`config.mk`:
```
export PLATFORM = sky130hd
export DESIGN_NAME = dns_serial_next_modulo_core
export DESIGN_NICKNAME = d
export VERILOG_FILES = /design/src/rtl/core/dsnm_pkg.sv /design/src/rtl/core/dsnm_front.sv /design/src/rtl/core/dsnm_rem_cell.sv /design/src/rtl/core/dsnm_align.sv /design/src/rtl/core/dns_serial_next_modulo_core.sv
export VERILOG_INCLUDE_DIRS = /design/src /design/src/rtl/core
export SDC_FILE = /design/constraint.sdc
export NUM_CORES = 2
export LEC_CHECK = 0
export BUFFER_PORTS_ARGS = -buffer_cell sky130_fd_sc_hd__buf_2
export CORE_ASPECT_RATIO = 1.4
export CORE_MARGIN = 1
export CORE_UTILIZATION = 60
export CTS_CLUSTER_SIZE = 30
export DETAILED_ROUTE_END_ITERATION = 12
export GPL_TIMING_DRIVEN = 1
export PLACE_DENSITY = 0.78
export SLEW_MARGIN = 0
export SYNTH_ARGS = -nofsm -noshare
export SYNTH_HDL_FRONTEND = slang
export SYNTH_SLANG_ARGS = --single-unit
```
`constraint.sdc`:
```
create_clock -name clk -period 25.9 [get_ports clk]
set_input_delay 1.295 -clock clk [delete_from_list [all_inputs] [get_ports clk]]
set_output_delay 1.295 -clock clk [all_outputs]
set_load 0.1 [all_outputs]
```
`src/rtl/core/assert_macros.svh`:
```
// Assertion macros shared by the serial core RTL.
// No dependencies; define NO_ASSERTIONS to compile them out.
`ifndef ASSERT_MACROS_SVH
`define ASSERT_MACROS_SVH

`ifndef NO_ASSERTIONS

// prop must hold at every rising edge outside reset
`define ASSERT_CLK(label, clk, rst_n, prop) \
    label: assert property (@(posedge clk) disable iff (!rst_n) prop) \
        else $error("assertion failed");

// cond must never be true at a rising edge outside reset
`define ASSERT_NEVER(label, clk, rst_n, cond) \
    label: assert property (@(posedge clk) disable iff (!rst_n) !(cond)) \
        else $error("forbidden condition seen");

`else

`define ASSERT_CLK(label, clk, rst_n, prop)
`define ASSERT_NEVER(label, clk, rst_n, cond)

`endif

`endif

```
`src/rtl/core/dsnm_pkg.sv`:
```
// Types and constants for the next-serial core.
// No dependencies; used by every module under rtl/core.
package dsnm_pkg;

    localparam int SERIAL_W = 32;
    localparam int MOD_W    = 8;

    typedef logic [SERIAL_W-1:0] serial_t;
    typedef logic [MOD_W-1:0]    mod_t;
    typedef logic [1:0]          policy_t;
    typedef logic [1:0]          cfg_index_t;

    // configuration register indexes
    localparam cfg_index_t CFG_POLICY  = 2'd0;
    localparam cfg_index_t CFG_RESIDUE = 2'd1;
    localparam cfg_index_t CFG_DIVISOR = 2'd2;
    localparam cfg_index_t CFG_OFFSET  = 2'd3;

    // policy codes; anything else behaves as increment
    localparam policy_t POLICY_INCR = 2'd0;
    localparam policy_t POLICY_TIME = 2'd1;
    localparam policy_t POLICY_DATE = 2'd2;

    localparam serial_t YEAR_SCALE  = 32'd1000000;
    localparam serial_t MONTH_SCALE = 32'd10000;
    localparam serial_t DAY_SCALE   = 32'd100;

    // item travelling down the remainder chain
    typedef struct packed {
        serial_t value;
        mod_t    rem;
        logic    used;
        logic    bad;
    } dsnm_item_t;

endpackage

```
`src/rtl/core/dsnm_front.sv`:
```
// Front end: base selection (incl. date serial), candidate and RFC 1982 compare.
// Two register stages; depends on dsnm_pkg.
module dsnm_front
    import dsnm_pkg::*;
(
    input  logic         clk,
    input  logic         rst_n,
    input  policy_t      policy,
    input  serial_t      offset,
    input  logic         bad_cfg,
    input  logic         in_valid,
    output logic         in_stall,
    input  serial_t      current_serial,
    input  serial_t      forced_step,
    input  serial_t      unix_seconds,
    input  logic [12:0]  date_year,
    input  logic [3:0]   date_month,
    input  logic [4:0]   date_day,
    input  logic         date_valid,
    output logic         out_valid,
    output dsnm_item_t   out_item,
    input  logic         out_stall
);

    logic        s1_valid_reg;
    serial_t     current_reg;
    serial_t     step_reg;
    serial_t     base_reg;
    serial_t     base_next;
    logic        s1_stall;

    logic        s2_valid_reg;
    dsnm_item_t  s2_item_reg;
    dsnm_item_t  s2_item_next;
    logic        s2_stall;

    logic [32:0] year_prod;
    logic [17:0] month_term;
    logic [11:0] day_term;
    serial_t     date_base;
    serial_t     cand;
    serial_t     diff;
    logic        cand_gt;

    assign s2_stall = s2_valid_reg && out_stall;
    assign s1_stall = s1_valid_reg && s2_stall;
    assign in_stall = s1_stall;

    // stage 1: policy base, date serial taken mod 2^32
    always_comb
    begin
        year_prod  = 33'(date_year) * 33'(YEAR_SCALE);
        month_term = 18'(date_month) * 18'(MONTH_SCALE);
        day_term   = 12'(date_day) * 12'(DAY_SCALE);
        date_base  = date_valid
                   ? (year_prod[31:0] + 32'(month_term) + 32'(day_term))
                   : current_serial;
        case (policy)
            POLICY_TIME: base_next = unix_seconds;
            POLICY_DATE: base_next = date_base;
            default:     base_next = current_serial;
        endcase
    end

    always_ff @(posedge clk or negedge rst_n)
    begin
        if (!rst_n)
            s1_valid_reg <= 1'b0;
        else if (!s1_stall)
            s1_valid_reg <= in_valid;
    end

    always_ff @(posedge clk)
    begin
        if (!s1_stall && in_valid)
        begin
            current_reg <= current_serial;
            step_reg    <= forced_step;
            base_reg    <= base_next;
        end
    end

    // stage 2: candidate, serial greater-than, result choice
    always_comb
    begin
        cand    = base_reg + offset;
        diff    = cand - current_reg;
        // distance of exactly 2^31 is incomparable, so not greater
        cand_gt = !diff[SERIAL_W-1] && (diff[SERIAL_W-2:0] != '0);
        s2_item_next.rem  = '0;
        s2_item_next.bad  = bad_cfg;
        s2_item_next.used = cand_gt && !bad_cfg;
        if (bad_cfg)
            s2_item_next.value = current_reg;
        else if (cand_gt)
            s2_item_next.value = cand;
        else
            s2_item_next.value = current_reg + step_reg;
    end

    always_ff @(posedge clk or negedge rst_n)
    begin
        if (!rst_n)
            s2_valid_reg <= 1'b0;
        else if (!s2_stall)
            s2_valid_reg <= s1_valid_reg;
    end

    always_ff @(posedge clk)
    begin
        if (!s2_stall && s1_valid_reg)
            s2_item_reg <= s2_item_next;
    end

    assign out_valid = s2_valid_reg;
    assign out_item  = s2_item_reg;

endmodule

```
`src/rtl/core/dsnm_rem_cell.sv`:
```
// One cell of the remainder chain: folds STEP_BITS bits of the value into rem.
// Restoring steps against the divisor; depends on dsnm_pkg.
module dsnm_rem_cell
    import dsnm_pkg::*;
#(
    parameter int STEP_BITS = 4,
    parameter int MSB_POS   = 31
)
(
    input  logic        clk,
    input  logic        rst_n,
    input  mod_t        divisor,
    input  logic        in_valid,
    input  dsnm_item_t  in_item,
    output logic        in_stall,
    output logic        out_valid,
    output dsnm_item_t  out_item,
    input  logic        out_stall
);

    logic        valid_reg;
    dsnm_item_t  item_reg;
    dsnm_item_t  item_next;

    assign in_stall = valid_reg && out_stall;

    always_comb
    begin
        logic [MOD_W-1:0] r;
        logic [MOD_W:0]   t;
        r = in_item.rem;
        t = '0;
        // rem stays below divisor, so t stays below twice divisor
        for (int i = 0; i < STEP_BITS; i++)
        begin
            t = {r, in_item.value[MSB_POS-i]};
            if (t >= {1'b0, divisor})
                t = t - {1'b0, divisor};
            r = t[MOD_W-1:0];
        end
        item_next     = in_item;
        item_next.rem = r;
    end

    always_ff @(posedge clk or negedge rst_n)
    begin
        if (!rst_n)
            valid_reg <= 1'b0;
        else if (!in_stall)
            valid_reg <= in_valid;
    end

    always_ff @(posedge clk)
    begin
        if (!in_stall && in_valid)
            item_reg <= item_next;
    end

    assign out_valid = valid_reg;
    assign out_item  = item_reg;

endmodule

```
`src/rtl/core/dsnm_align.sv`:
```
// Final stage: raise the value to the next residue class, flag 32-bit wrap.
// Holds the output register; depends on dsnm_pkg.
module dsnm_align
    import dsnm_pkg::*;
(
    input  logic        clk,
    input  logic        rst_n,
    input  mod_t        residue,
    input  mod_t        divisor,
    input  logic        in_valid,
    input  dsnm_item_t  in_item,
    output logic        in_stall,
    output logic        out_valid,
    output serial_t     next_serial,
    output logic        candidate_used,
    output logic        wrapped,
    output logic        bad_config,
    input  logic        out_stall
);

    logic           valid_reg;
    serial_t        result_reg;
    serial_t        result_next;
    logic           used_reg;
    logic           wrap_reg;
    logic           wrap_next;
    logic           bad_reg;

    logic [MOD_W:0] gap;
    mod_t           incr;
    logic [SERIAL_W:0] sum;

    assign in_stall = valid_reg && out_stall;

    always_comb
    begin
        // (residue + divisor - rem) lies in 1 .. 2*divisor-1
        gap  = {1'b0, residue} + {1'b0, divisor} - {1'b0, in_item.rem};
        incr = (gap >= {1'b0, divisor}) ? MOD_W'(gap - {1'b0, divisor})
                                        : gap[MOD_W-1:0];
        sum  = {1'b0, in_item.value} + (SERIAL_W+1)'(incr);
        wrap_next = sum[SERIAL_W] && !in_item.bad;
        if (in_item.bad)
            result_next = in_item.value;
        else if (sum[SERIAL_W])
            result_next = SERIAL_W'(residue);
        else
            result_next = sum[SERIAL_W-1:0];
    end

    always_ff @(posedge clk or negedge rst_n)
    begin
        if (!rst_n)
            valid_reg <= 1'b0;
        else if (!in_stall)
            valid_reg <= in_valid;
    end

    always_ff @(posedge clk)
    begin
        if (!in_stall && in_valid)
        begin
            result_reg <= result_next;
            used_reg   <= in_item.used;
            wrap_reg   <= wrap_next;
            bad_reg    <= in_item.bad;
        end
    end

    assign out_valid      = valid_reg;
    assign next_serial    = result_reg;
    assign candidate_used = used_reg;
    assign wrapped        = wrap_reg;
    assign bad_config     = bad_reg;

endmodule

```
`src/rtl/core/dns_serial_next_modulo_core.sv`:
```
// Next zone serial core: RFC 1982 candidate check plus residue alignment.
// Top level; depends on dsnm_pkg, dsnm_front, dsnm_rem_cell, dsnm_align.
//
// Input channel in_valid/in_stall carries one request item; output channel
// out_valid/out_stall carries one result item per request, in order.
// Configuration: cfg_we with cfg_index/cfg_data writes policy, residue,
// divisor or offset; write only while no item is in flight.
// Registers from accept to out_valid: two front stages, the remainder chain,
// one output register. Throughput is one item per cycle while the receiver
// does not stall; each remainder cell does BITS_PER_CELL (default 4)
// restoring steps on an 8-bit remainder.
// When the receiver stalls, the output register holds; items behind it keep
// moving into empty stages, and in_stall rises only once every stage is full.
// Reset empties the pipeline and loads policy 0, residue 0, divisor 1,
// offset 0.
`include "assert_macros.svh"

module dns_serial_next_modulo_core
    import dsnm_pkg::*;
#(
    parameter int BITS_PER_CELL = 4   // must divide 32
)
(
    input  logic         clk,
    input  logic         rst_n,
    input  logic         cfg_we,
    input  cfg_index_t   cfg_index,
    input  serial_t      cfg_data,
    input  logic         in_valid,
    output logic         in_stall,
    input  serial_t      current_serial,
    input  serial_t      forced_step,
    input  serial_t      unix_seconds,
    input  logic [12:0]  date_year,
    input  logic [3:0]   date_month,
    input  logic [4:0]   date_day,
    input  logic         date_valid,
    output logic         out_valid,
    input  logic         out_stall,
    output serial_t      next_serial,
    output logic         candidate_used,
    output logic         wrapped,
    output logic         bad_config
);

    localparam int NUM_CELLS = SERIAL_W / BITS_PER_CELL;

    policy_t     policy_reg;
    mod_t        residue_reg;
    mod_t        divisor_reg;
    serial_t     offset_reg;
    logic        bad_cfg;

    logic        cell_valid [0:NUM_CELLS];
    logic        cell_stall [0:NUM_CELLS];
    dsnm_item_t  cell_item  [0:NUM_CELLS];
    logic [NUM_CELLS:0] valid_vec;

    always_ff @(posedge clk or negedge rst_n)
    begin
        if (!rst_n)
        begin
            policy_reg  <= POLICY_INCR;
            residue_reg <= '0;
            divisor_reg <= MOD_W'(1);
            offset_reg  <= '0;
        end
        else if (cfg_we)
        begin
            case (cfg_index)
                CFG_POLICY:  policy_reg  <= cfg_data[1:0];
                CFG_RESIDUE: residue_reg <= cfg_data[MOD_W-1:0];
                CFG_DIVISOR: divisor_reg <= cfg_data[MOD_W-1:0];
                CFG_OFFSET:  offset_reg  <= cfg_data;
                default: ;
            endcase
        end
    end

    // covers divisor zero as well
    assign bad_cfg = (residue_reg >= divisor_reg);

    dsnm_front u_front (
        .clk            (clk),
        .rst_n          (rst_n),
        .policy         (policy_reg),
        .offset         (offset_reg),
        .bad_cfg        (bad_cfg),
        .in_valid       (in_valid),
        .in_stall       (in_stall),
        .current_serial (current_serial),
        .forced_step    (forced_step),
        .unix_seconds   (unix_seconds),
        .date_year      (date_year),
        .date_month     (date_month),
        .date_day       (date_day),
        .date_valid     (date_valid),
        .out_valid      (cell_valid[0]),
        .out_item       (cell_item[0]),
        .out_stall      (cell_stall[0])
    );

    // remainder chain, most significant bits first
    for (genvar k = 0; k < NUM_CELLS; k++)
    begin : g_cell
        dsnm_rem_cell #(
            .STEP_BITS (BITS_PER_CELL),
            .MSB_POS   (SERIAL_W - 1 - k * BITS_PER_CELL)
        ) u_cell (
            .clk       (clk),
            .rst_n     (rst_n),
            .divisor   (divisor_reg),
            .in_valid  (cell_valid[k]),
            .in_item   (cell_item[k]),
            .in_stall  (cell_stall[k]),
            .out_valid (cell_valid[k+1]),
            .out_item  (cell_item[k+1]),
            .out_stall (cell_stall[k+1])
        );
    end

    dsnm_align u_align (
        .clk            (clk),
        .rst_n          (rst_n),
        .residue        (residue_reg),
        .divisor        (divisor_reg),
        .in_valid       (cell_valid[NUM_CELLS]),
        .in_item        (cell_item[NUM_CELLS]),
        .in_stall       (cell_stall[NUM_CELLS]),
        .out_valid      (out_valid),
        .next_serial    (next_serial),
        .candidate_used (candidate_used),
        .wrapped        (wrapped),
        .bad_config     (bad_config),
        .out_stall      (out_stall)
    );

    always_comb
    begin
        for (int i = 0; i <= NUM_CELLS; i++)
            valid_vec[i] = cell_valid[i];
    end

    // back-pressure reaches the input only through a completely full pipe
    `ASSERT_CLK(a_stall_full, clk, rst_n, in_stall |-> (&valid_vec && out_valid && out_stall))
    // a bad-config result never reports a used candidate or a wrap
    `ASSERT_NEVER(a_bad_clean, clk, rst_n, out_valid && bad_config && (candidate_used || wrapped))
    // a result only appears after the last cell held an item
    `ASSERT_CLK(a_out_source, clk, rst_n, $rose(out_valid) |-> $past(cell_valid[NUM_CELLS]))

endmodule

```
* Word-level counts from Yosys, hierarchy flattened
Index checks and enable logic that the tools add are counted.
** Storage, ports and cells
- Memory bits (writable) :: 0
- Memories kept :: 0
- Logic and storage cells :: 224
- Bits of input ports :: 158
- Bits in read-only memories :: 0
- Register bits :: 562
- Bits in latches :: 0
- Output and inout port bits :: 37
** Operators by class
- Multipliers :: 3
- Order comparisons :: 34
- Shift-type cells :: 0
- Eq/ne operators :: 5
- Multiplexer cells :: 39
- Divide/modulo/power cells :: 0
- Reductions and logical operators :: 45
- Add/subtract/negate cells :: 41
- Bitwise logic cells :: 0
** Operators by type and width (number)
- 9-bit by 8-bit >= comparator with 1-bit output :: 32
- 8-bit 2-to-1 mux :: 33
- 8-bit subtractor :: 32
- 32-bit 2-to-1 mux :: 5
- 32-bit adder :: 2
- 32-bit case mux with 2 select lines :: 1
- 32-bit by 8-bit adder with 33-bit output :: 1
- 32-bit by 12-bit adder with 32-bit output :: 1
- 32-bit by 18-bit adder with 32-bit output :: 1
- 32-bit subtractor :: 1
- 31-bit nonzero test :: 1
- 13-bit by 14-bit multiplier with 26-bit output, second input constant :: 1
- 1-bit logical AND :: 25
- 1-bit logical NOT :: 14
- 4-bit by 10-bit multiplier with 14-bit output, second input constant :: 1
- 5-bit by 5-bit multiplier with 10-bit output, second input constant :: 1
- 8-bit by 8-bit adder with 9-bit output :: 1
- 9-bit by 8-bit subtractor with 9-bit output :: 1
- 1-bit by 8-bit >= comparator with 1-bit output :: 1
- 8-bit >= comparator :: 1
- 2-bit AND reduction :: 4
- 1-bit by 8-bit subtractor with 8-bit output :: 1
- 2-bit == test, second input constant :: 3
- 2-bit by 1-bit == test with 1-bit output, second input constant :: 2
- 2-bit logical NOT :: 1

* Depth between registers and ports, before layout
- Depth after elaboration :: 13
- Mapped depth :: 48
- Depth with buffers taken out :: 45

* By module
From an unflattened synthesis, not the netlist that was laid out.
** Unflattened totals
- Cells, all modules :: 4339
- Area total of the unflattened synthesis :: 45557.4 µm²
** By module, submodules not included
- dsnm_rem_cell at g_cell[0].u_cell ... :: cells an instance 283, sequential area each 1286.2 µm², area each 3133.0 µm², instances 7
- dsnm_front :: cells an instance 1621, sequential area each 3953.8 µm², area each 15118.2 µm², instances 1
- dsnm_align :: cells an instance 336, sequential area each 1076.0 µm², area each 3234.4 µm², instances 1
- dsnm_rem_cell at g_cell[7].u_cell :: cells an instance 269, sequential area each 1286.2 µm², area each 3081.7 µm², instances 1
- dns_serial_next_modulo_core :: cells an instance 132, sequential area each 1252.5 µm², area each 2192.1 µm², instances 1

* Least setup slack after synthesis
OpenSTA, ideal clock, no wires.
- Path kind :: register to register
- Start :: register divisor_reg[1]
- End :: register g_cell[3].u_cell.item_reg, in the netlist g_cell[3].u_cell.out_item[7] (data pin)
- Path buffers :: 3
- Stages on the path, launching flop included :: 48
- Required time :: 25.639 ns
- Arrival :: 12.051 ns
- Clock period less this slack :: 12.312 ns
- Slack :: 13.588 ns
- Cell sequence :: dfrtp_1 inv_1 ha_1 nor2b_1 o21ai_0 a21boi_0 o21ai_0 a31oi_1 nor4_1 nor2_1 a21oi_1 inv_1 ha_1 nor2b_1 o21ai_0 a21oi_1 o21ai_0 a21oi_1 [12 not listed] a31oi_1 a311oi_1 a21oi_1 clkbuf_1 a21oi_1 ha_1 nor2b_1 o21ai_0 a21boi_0 o21ai_0 a21oi_1 o31ai_1 a21oi_1 o21bai_1 a211oi_1 o21ba_2 clkbuf_1 a221o_1
** RTL lines
- from (decl) :: RTL line dns_serial_next_modulo_core.sv:50 : mod_t divisor_reg;
- from (signal assigned) :: RTL line dns_serial_next_modulo_core.sv:73 : CFG_DIVISOR: divisor_reg <= cfg_data[MOD_W-1:0];
- to (signal assigned) :: RTL line dsnm_rem_cell.sv:56 : item_reg <= item_next;
- to (decl) :: RTL line dsnm_rem_cell.sv:22 : dsnm_item_t item_reg;

==> flow_metrics.py <==
metrics = {
    "global_routing": {
        "grt_max_degree": 62,
        "grt_usage": 0.294,
        "grt_pass1_vias": 33376,
        "overflow": 0,
        "grt_pass1_wl_um": 170000,
        "antenna_found_initial": 8,
    },
    "placed_design": {
        "place.gp.congestion": 0.961,
        "port_buffers": 194,
        "hpwl_um": 85300,
    },
    "floorplan": {
        "fp.coreArea_sq_um": 71400,
        "die_area_sq_um": 73200,
        "die_h_um": 320,
        "io_pins": 195,
        "die_width_um": 229,
        "rows": 116,
        "start_util": 0.606,
    },
    "cts": {
        "clock_sinks": 562,
        "cts_tree": "done",
        "cts.clk_slew.worst_paths_ns": 0.07,
        "cts_root_buf": "clkbuf_16",
        "postCtsSetupBuffers": 0,
        "cts-htree-levels": 2,
        "clockBufferDepth": 3,
        "cts_resized": 0,
        "hold_buffers": 0,
        "cts_buffers": 53,
        "insertion_delay_ns": 0.65,
    },
    "job": {
        "maxCapViolations": 0,
    },
    "finish": {
        "largest_reg_flops": 336,
        "area_growth_pct": 9.12,
        "fillers": 5617,
        "fin_nets": 5168,
        "final_layout_size_suffix_gt1_frac": 0.123,
    },
    "outcome": {
        "status": "completed",
    },
    "worst_setup_path": {
        "critPathSlowestCell": "a311oi_1",
        "critPathTopFamily": "compound AO/OA/AOI/OAI gates",
        "worstSetupEndpointType": "register",
        "cp_max_fo": 26,
        "critPathRequiredTime_ns": 26.29,
        "startpoint": "divisor_reg[1]",
        "start_kind": "register",
        "cp_data_arrival_time_ns": 12.37,
        "cp.depth": 46,
        "path_common_cell": "o21ai_0",
        "critical_path_buf_inv_count": 5,
        "r2r_start": "divisor_reg[1]",
        "crit_path_max_incr_delay_ns": 0.79,
        "worst-r2r-cell-count": 46,
        "reg2reg_setup_slack_ns": 13.93,
        "crit_type": "reg2reg",
    },
    "logic_synthesis": {
        "syn-mean-instance-area_sq_um": 10.3,
        "synthCells": 4197,
        "syn-num-nets": 4964,
        "synthFlopType": "edfxtp_1",
        "ys_seq_area_frac": 0.383,
        "synth_edf_count": 501,
        "ys_types": 91,
        "synth_seq_cells": 562,
        "yosysTopAreaCellShare": 0.348,
        "async_flop_share": 0.109,
        "synth_warnings": 0,
        "synth_largest_area_cell": "edfxtp_1",
        "syn_area_sq_um": 43200,
        "netlist_top_cells_area": "edfxtp_1 (35%), ha_1 (15%), fa_1 (4.4%), mux2_2 (4.4%), xnor2_1 (4.0%)",
    },
    "timing": {
        "fin_crit_sh": 0.462,
        "hold_violations": 0,
        "rsz0062_at_grt": "no",
        "clock-skew-final_ns": 0.0519,
        "max_slew.worst_pin.slew_ns": 1.16,
        "maxSlewViolCount": 0,
        "layout_min_cycle_time_ns": 11.97,
        "setup-tns-final_ns": 0,
        "max_slew_margin": 0.210,
        "max_freq_mhz": 83.5,
        "setup_violations": 0,
    },
    "min_path": {
        "min_from": "u_front.out_item[28]",
        "holdPathStages": 0,
        "min_path_type": "reg2reg",
    },
    "route": {
        "vias": 32649,
        "ant_nets": 0,
        "drtIter0Drc": 1910,
        "drtPass1Iterations": 9,
        "vias_per_cell": 6.06,
        "wirelength_um": 108000,
        "wl_per_cell_um": 20.0,
        "drc": 0,
    },
}
[layout make-up]
class | instances | area, sq um | area share
multi-input cells | 3099 | 24700 | 0.524
flip-flops and latches | 562 | 16600 | 0.351
inverters | 456 | 1710 | 0.0363
clock buffers | 64 | 1410 | 0.0299
repair buffers | 229 | 1240 | 0.0262
well taps | 944 | 1180 | 0.0250
clock inverters | 32 | 363 | 0.00769
diodes | 3 | 7.51 | 0.000159
[cell families (layout without fill, tap and decap cells)]
kind of cell,count (synthesis),in the layout,share of synthesized area
DFF,562,562,0.383
AOI/OAI and AO/OA,1013,1013,0.153
adders and majority gates,609,609,0.193
xor gates and xnor gates,274,274,0.0555
muxes,220,220,0.0558
other,0,3,0
and+or+nand+nor,983,983,0.112
buffers and inverters,536,781,0.0473
[cell usage after synthesis (all sizes together), types with 13 or more instances]
cell type,count
a22oi,13
and2,27
nand3,98
dfrtp,60
o21a,36
nor3,50
xnor2,197
o21bai,49
or2,16
inv,455
and3,23
o211ai,40
a22o,14
fa,96
nand2,280
a211o,14
a222oi,14
ha,513
a211oi,44
or3,21
nor2b,58
xor2,77
clkbuf,64
o221ai,13
a31oi,28
o21ai,255
a21oi,250
a21o,86
edfxtp,501
buf,16
mux2i,51
a21boi,47
o31ai,16
mux2,169
nor4,13
nor2,219
nand2b,47
nand4,76
[final timing paths]
path | endpoint
worst min-delay path | g_cell[0].u_cell.out_item[28]
worst max register to register | g_cell[5].u_cell.out_item[7]
max in group asynchronous | g_cell[6].u_cell.out_valid
min in group asynchronous | policy_reg[0]
worst max-delay path | g_cell[5].u_cell.out_item[7]
worst min register to register | g_cell[0].u_cell.out_item[28]
[layout by cell type, fill, tap and decap left out, types with 16 or more instances in the layout]
master,n
fa_1,96
buf_4,36
nand4_1,75
xnor2_1,196
nor2b_1,55
or2_2,16
nand3_1,97
edfxtp_1,501
o21a_1,35
nor3_1,50
dfrtp_1,60
ha_1,513
and2_1,20
a211oi_1,43
a21o_1,86
nand2_1,280
xor2_1,77
o211ai_1,29
a21oi_1,249
nand2b_1,47
a21boi_0,46
and3_1,23
mux2_2,169
or3_1,20
clkbuf_16,54
mux2i_1,51
o21ai_0,252
a31oi_1,27
buf_2,193
o31ai_1,16
o21bai_1,49
inv_1,454
nor2_1,219
[stage by stage]
stage / util / setup slack [ns] / cells / area, sq um / hold WS (ns)
after floorplan: - / 13.59 / 4197 / 43200 / 0.400
after global placement: 0.636 / 14.36 / 5290 / 45400 / 0.401
after detailed placement: 0.636 / 14.18 / 5290 / 45400 / 0.405
after CTS: 0.661 / 14.14 / 5386 / 47200 / 0.406
after global routing: 0.661 / 12.65 / 5386 / 47200 / 0.411
final: 0.661 / 13.93 / 5389 / 47200 / 0.401
[layer usage]
| metal | track usage | vias to the layer above | wire length, um |
|---|---|---|---|
| met2 | 0.568 | 926 | 57400 |
| met1 | 0.291 | 15573 | 38000 |
| li1 | - | 15776 | - |
| met3 | 0.0410 | 368 | 4830 |
| met5 | 0 | - | 34 |
| met4 | 0.189 | 6 | 7570 |
Power is not shown: default switching activity piles up to over one toggle a cycle in this logic, so the estimate is an artifact.
